[src/rtl/core/gntw_pkg.sv]
`timescale 1ns / 1ps
`default_nettype none
// Package for the greedy nearest tile walk: field widths, command codes and
// the command/status structs between controller and datapath. No dependencies.

package gntw_pkg;

	localparam int TILE_W     = 13;
	localparam int POS_W      = 18;
	localparam int CNT_W      = 3;
	localparam int MAX_TILES  = 8192;
	localparam int SQ_W       = 2 * POS_W;
	localparam int DIST_W     = SQ_W + 2;
	localparam int SEED_IDX_W = 4;
	localparam int SLOT_W     = 3;

	localparam logic CMD_LOAD  = 1'b0;
	localparam logic CMD_QUERY = 1'b1;

	typedef struct packed {
		logic                  start;
		logic                  load_wr;
		logic                  nbr_rd;
		logic                  clr_moved;
		logic                  cand_vld;
		logic                  cand_first;
		logic                  cand_nbr;
		logic [SEED_IDX_W-1:0] seed_idx;
		logic [SLOT_W-1:0]     slot;
		logic                  out_load;
	} gntw_cmd_t;

	typedef struct packed {
		logic             busy;
		logic             moved;
		logic [CNT_W-1:0] nbr_cnt;
	} gntw_stat_t;

endpackage

`default_nettype wire

[src/rtl/core/gntw_ctrl.sv]
`timescale 1ns / 1ps
`default_nettype none
// Controller of the tile walk: seed scan, neighbor hops, output handshake.
// Depends on gntw_pkg.

module gntw_ctrl #(
	parameter int SEED_TILES = 12
) (
	input  logic                 clk,
	input  logic                 arst_n,
	input  logic                 in_valid,
	output logic                 in_stall,
	input  logic                 command,
	output logic                 out_valid,
	input  logic                 out_stall,
	output gntw_pkg::gntw_cmd_t  cmd,
	input  gntw_pkg::gntw_stat_t stat
);

	import gntw_pkg::*;

	localparam logic [2:0] ST_IDLE   = 3'd0;
	localparam logic [2:0] ST_SEED   = 3'd1;
	localparam logic [2:0] ST_SDRAIN = 3'd2;
	localparam logic [2:0] ST_NREAD  = 3'd3;
	localparam logic [2:0] ST_NISSUE = 3'd4;
	localparam logic [2:0] ST_NDRAIN = 3'd5;
	localparam logic [2:0] ST_DONE   = 3'd6;

	localparam logic [SEED_IDX_W-1:0] SEED_LAST = SEED_IDX_W'(SEED_TILES - 1);

	logic [2:0]            state_q, state_d;
	logic [SEED_IDX_W-1:0] seed_q;
	logic [SLOT_W-1:0]     slot_q;
	logic                  out_vld_q;

	always_comb begin
		cmd     = '0;
		state_d = state_q;
		case (state_q)
			ST_IDLE: begin
				if (in_valid) begin
					if (command == CMD_QUERY) begin
						cmd.start = 1'b1;
						state_d   = ST_SEED;
					end else begin
						cmd.load_wr = 1'b1;
					end
				end
			end
			ST_SEED: begin
				cmd.cand_vld   = 1'b1;
				cmd.cand_first = (seed_q == '0);
				cmd.seed_idx   = seed_q;
				if (seed_q == SEED_LAST) begin
					state_d = ST_SDRAIN;
				end
			end
			ST_SDRAIN: begin
				if (!stat.busy) begin
					state_d = ST_NREAD;
				end
			end
			ST_NREAD: begin
				cmd.nbr_rd    = 1'b1;
				cmd.clr_moved = 1'b1;
				state_d       = ST_NISSUE;
			end
			ST_NISSUE: begin
				cmd.cand_vld = 1'b1;
				cmd.cand_nbr = 1'b1;
				cmd.slot     = slot_q;
				if (slot_q == SLOT_W'(stat.nbr_cnt - CNT_W'(1))) begin
					state_d = ST_NDRAIN;
				end
			end
			ST_NDRAIN: begin
				if (!stat.busy) begin
					state_d = stat.moved ? ST_NREAD : ST_DONE;
				end
			end
			ST_DONE: begin
				if (!out_vld_q || !out_stall) begin
					cmd.out_load = 1'b1;
					state_d      = ST_IDLE;
				end
			end
			default: begin
				state_d = ST_IDLE;
			end
		endcase
	end

	always_ff @(posedge clk or negedge arst_n) begin
		if (!arst_n) begin
			state_q   <= ST_IDLE;
			seed_q    <= '0;
			slot_q    <= '0;
			out_vld_q <= 1'b0;
		end else begin
			state_q <= state_d;
			if (cmd.start) begin
				seed_q <= '0;
			end else if (state_q == ST_SEED) begin
				seed_q <= seed_q + SEED_IDX_W'(1);
			end
			if (cmd.nbr_rd) begin
				slot_q <= '0;
			end else if (state_q == ST_NISSUE) begin
				slot_q <= slot_q + SLOT_W'(1);
			end
			if (cmd.out_load) begin
				out_vld_q <= 1'b1;
			end else if (!out_stall) begin
				out_vld_q <= 1'b0;
			end
		end
	end

	assign in_stall  = (state_q != ST_IDLE);
	assign out_valid = out_vld_q;

endmodule

`default_nettype wire

[config.mk]
export PLATFORM = sky130hd
export DESIGN_NAME = gntw_ctrl
export DESIGN_NICKNAME = d
export VERILOG_FILES = /design/src/rtl/core/gntw_pkg.sv /design/src/rtl/core/gntw_ctrl.sv
export SDC_FILE = /design/constraint.sdc
export NUM_CORES = 1
export LEC_CHECK = 0
export BUFFER_PORTS_ARGS = -buffer_cell sky130_fd_sc_hd__buf_2
export CAP_MARGIN = 25
export CORE_UTILIZATION = 40
export CTS_BUF_LIST = sky130_fd_sc_hd__clkbuf_8
export DETAILED_ROUTE_END_ITERATION = 10
export GPL_TIMING_DRIVEN = 0
export PLACE_DENSITY = 0.64
export SLEW_MARGIN = 20
export SYNTH_ARGS = -nofsm -noshare
export SYNTH_HDL_FRONTEND = slang
export SYNTH_SLANG_ARGS = --single-unit
[constraint.sdc]
create_clock -name clk -period 1.8 [get_ports clk]
set_clock_uncertainty 0.15 [all_clocks]
set_input_delay 0.09 -clock clk [delete_from_list [all_inputs] [get_ports clk]]
set_output_delay 0.09 -clock clk [all_outputs]
set_load 0.005 [all_outputs]
After elaboration in Yosys (flattened, before gate mapping)
Cells that the tools add are included.
Widths: inputs -> output; s select.

word-level totals
  register bits after elaboration = 11
  input port bits = 10
  output and inout port bits = 17
  word-level logic and storage cells = 60

cells by class
  add/sub/neg operators = 3
  equality and inequality tests = 16
  mux-type cells = 27
  reduce and logical (&&, ||, !) cells = 10

operators by type and width
  operator             number
  $mux 3               11
  $pmux 3 s7           1
  $ne 2x2->1 const B   7
  $mux 4               3
  $eq 3x3->1 const B   3
  $mux 1               9
  $reduce_and 7->1     1
  $eq 3x2->1 const B   2
  $mux 2               3
  $add 4x1->4 const B  1
  $eq 4x4->1 const B   1
  $logic_not 4->1      1
  $reduce_bool 2->1    2
  $add 3x1->3 const B  1
  $eq 3x1->1 const B   1
  $eq 3x3->1           1
  $logic_not 3->1      1
  $reduce_bool 3->1    1
  $sub 3x1->3 const B  1
  $logic_not 1->1      2
  $ne 2x1->1 const B   1
  $reduce_or 2->1      1
  $logic_or 1x1->1     1

Longest topological paths before layout
  word-level depth = 5
  mapped depth = 5
  gate-level depth less buffers = 5

Worst setup path before layout
No wires, ideal clock.

  path type = register to register
  from = reg seed_q[0]
  to = reg state_q[0]
  library setup time = 157 ps
  arrival time = 1169 ps
  data required time = 1493 ps
  setup slack = 325 ps
  cell stages (with the launch flop) = 5
  path buffers = 0
  clock period less this slack = 1475 ps
  cell sequence = dfrtp_1 > ha_1 > nand2_1 > o311ai_0 > a32oi_1

between the ends
  longest elaborated chain between the ends = 3

ends and longest elaborated chain
  item                               RTL line          RTL
  start, declared                    gntw_ctrl.sv:33   logic [SEED_IDX_W-1:0] seed_q;
  start signal, assigned             gntw_ctrl.sv:105  seed_q <= seed_q + SEED_IDX_W'(1);
  $eq 4x4->1                         gntw_ctrl.sv:55   if (seed_q == SEED_LAST) begin
  $ne 2x2->1 (no source line)        -
  $reduce_and 7->1 (no source line)  -
  end signal, assigned               gntw_ctrl.sv:101  state_q <= state_d;
  end, declared                      gntw_ctrl.sv:32   logic [2:0] state_q, state_d;

No other way between the ends.
A chain may end at the register's enable or synchronous reset.

==> flow_summary.toml <==
[global_route]
grt_max_degree = 12
grt_overflow = 0
grt_pass1_vias = 553
grt_usage_pct = 16.3
antenna_found_initial = 0
grt_first_pass_wirelength_um = 2480

[worst_setup_path]
crit_fanout = 11
required_ps = 1560
critPathCaptureType = "output pin"
worstSetupPathType = "reg -> out"
worst_setup_path_start_kind = "flop"
reg2reg_depth = 4
arrival_ps = 1480

[cells_and_area]
n_antenna_cell = 0
syn2layout_area_growth_pct = 34.9
nNetsFinal = 136
n_fill_cell = 174
fin_area_um2 = 1080
drive_gt1_share_pct = 40.5

[clock_tree]
cts.htree.levels = 1
numCtsBuffers = 3
cts_buffer_depth = 2
cts_sinks = 11
insertion_delay_ps = 240
tritoncts = "done"
cts-root-buf = "clkbuf_8"
clk_pin_slew_ps = 50

[place]
place_area_um2 = 963
io_buffers = 26
dp_slack_ps = 15.3
place_hpwl_um = 1160
globalplace.congestion = 0.714

[yosys]
synth_fp_nets = 98
synthAdderAreaFrac_pct = 6.24
yosysWarnings = 0
synth.area.mux_share_pct = 2.50
synthCells = 84
yosys_most_used_dff = "dfrtp_1"
synth_edf_count = 0
synthTopCellsByArea = "dfrtp_1, ha_1, nor3b_4"
avgSynthCellArea_um2 = 9.55
synth_top_area_share_pct = 34.3
yosys.area_share.simple_pct = 30.4
ys_seq_area_share_pct = 34.3
synth_top_family_by_area = "simple AND/OR/NAND/NOR gates"
ys_types = 36
synth_most_common_cell = "dfrtp_1"
ys_ff_latch = 11
synth-xor-area-share_pct = 8.27
netlist_area_um2 = 802
synthArstFlopShare_pct = 100
synth_compound_area_share_pct = 11.9
synth_top_cell_by_area = "dfrtp_1"
yosys-top-cells-count = "dfrtp_1, nor2_1, inv_1, nand2_1"

[detailed_routing]
viasPerCell = 4.86
dr.pass1.iters = 4
routed_wl_um = 1700
wl_per_cell_um = 11.6
remaining_drc_errors = 0
ant_nets = 0
num_vias = 709
drt_iter0_drc = 7

[timing]
tightest_slew_ps = 528
fin_tns_setup_ps = 0
finalHoldViolCount = 0
min_period_over_period_pct = 95.6
clock.fmax_mhz = 581
period_minus_slack_ps = 1720
slew_headroom_pct = 64.2
rsz0062_at_grt = "no"
drv_slew = 0
whs_ps = 33.1
fin_ws_ps = 78.6
setup_viol = 0

[power_and_ir_drop]
ir_drop_v = 0.000894
power_density_nw_per_um2 = 1600
share_seq_of_total_power_pct = 29.8
p_leak_uw = 0.000584
clock_power_share_pct = 13.7
p_switching_uw = 678
p_int_uw = 1060
p_comb_share_pct = 56.6
p_sw_share_pct = 39.1

[floorplanning]
die_w_um = 46.8
rows = 15
io_pins = 27
core-area_um2 = 1800
dieHeight_um = 46.8
initial_utilization_pct = 44.5
die-area_um2 = 2190

[min_path]
hold_path_class = "in -> reg"
holdPathStages = 3

[flow_run]
timing.max_cap.violations = 0

[outcome]
status = "completed"
[state kept, by name, indices dropped and copies added (netlist names)]
| name | flops |
|---|---|
| out_valid | 1 |
| seed_q | 4 |
| slot_q | 3 |
| state_q | 3 |
[final cells by class]
class	count	area [um^2]	share of cell area, %
buffer	4	31.3	2.89
clock buffer	3	41.3	3.82
clock inverter	1	3.75	0.347
inverter	5	18.8	1.73
multi-input combinational	64	493	45.5
sequential	11	275	25.4
tap	25	31.3	2.89
timing repair buffer	33	188	17.3
[power groups by stage]
stage / clock [uW] / sequential (uW) / combinational [uW]
after floorplan: 0 / 479 / 653
after global placement: 0 / 509 / 852
after detailed placement: 0 / 511 / 870
after CTS: 241 / 516 / 885
after global routing: 261 / 531 / 1100
final: 237 / 517 / 981
[cells by family (layout without fill, tap and decap cells)]
group	Yosys count	in the layout
fa+ha+maj	4	4
buf+inv	10	46
flops	11	11
mux	2	2
xor+xnor	6	6
compound gates	13	13
simple gates	38	39
[layer usage]
layer	vias up	global-route usage, %	share of wire [%]
li1	362	-	-
met1	320	22.5	50
met2	25	25.0	45
met3	2	6.92	4.8
met4	0	1.71	0.18
met5	-	0	0
[worst max-delay path, cell delays in order, from the launching register on]
cell	delay, ps
dfrtp_1	400
buf_4	200
nor3b_4	340
and2_1	200
buf_2	120
[repair_timing]
item / in CTS / in global routing
pin swaps: 0 / 2
resized for setup: 2 / 1
hold endpoints to repair: 12 / 0
hold buffers: 2 / 0
setup endpoints to repair: 1 / 9
cloned: 0 / 1
setup buffers: 0 / 5
[layout by cell type (no fill, tap or decap), drive strengths merged, types with 3 or more instances in the layout]
| cell type | Yosys | final |
|---|---|---|
| ha | 4 | 4 |
| nor2 | 8 | 8 |
| clkbuf | 1 | 3 |
| buf | 4 | 35 |
| nand2 | 5 | 5 |
| and3 | 3 | 3 |
| a21oi | 4 | 4 |
| xnor2 | 3 | 3 |
| nor3b | 2 | 3 |
| and2 | 7 | 7 |
| inv | 5 | 6 |
| nand2b | 3 | 3 |
| dfrtp | 11 | 11 |
[path summary, 6_finish.rpt]
path                                  from          to  slack (ps)
worst min register to register   slot_q[2]   slot_q[2]         390
max in group asynchronous           arst_n   seed_q[3]        1180
min in group asynchronous           arst_n  state_q[2]         120
worst min-delay path               stat[4]  state_q[0]          30
worst max register to register   seed_q[0]  state_q[0]         180
worst max-delay path            state_q[1]      cmd[6]          80
[metrics by stage]
step                      cells  utilization, %  power, uW
after floorplan              84               -       1130
after global placement      135            53.5       1360
after detailed placement    135            53.5       1380
after CTS                   141            57.5       1640
after global routing        146            60.1       1900
final                       146            60.1       1730
Note: power is estimated with default switching activity, not from simulation.
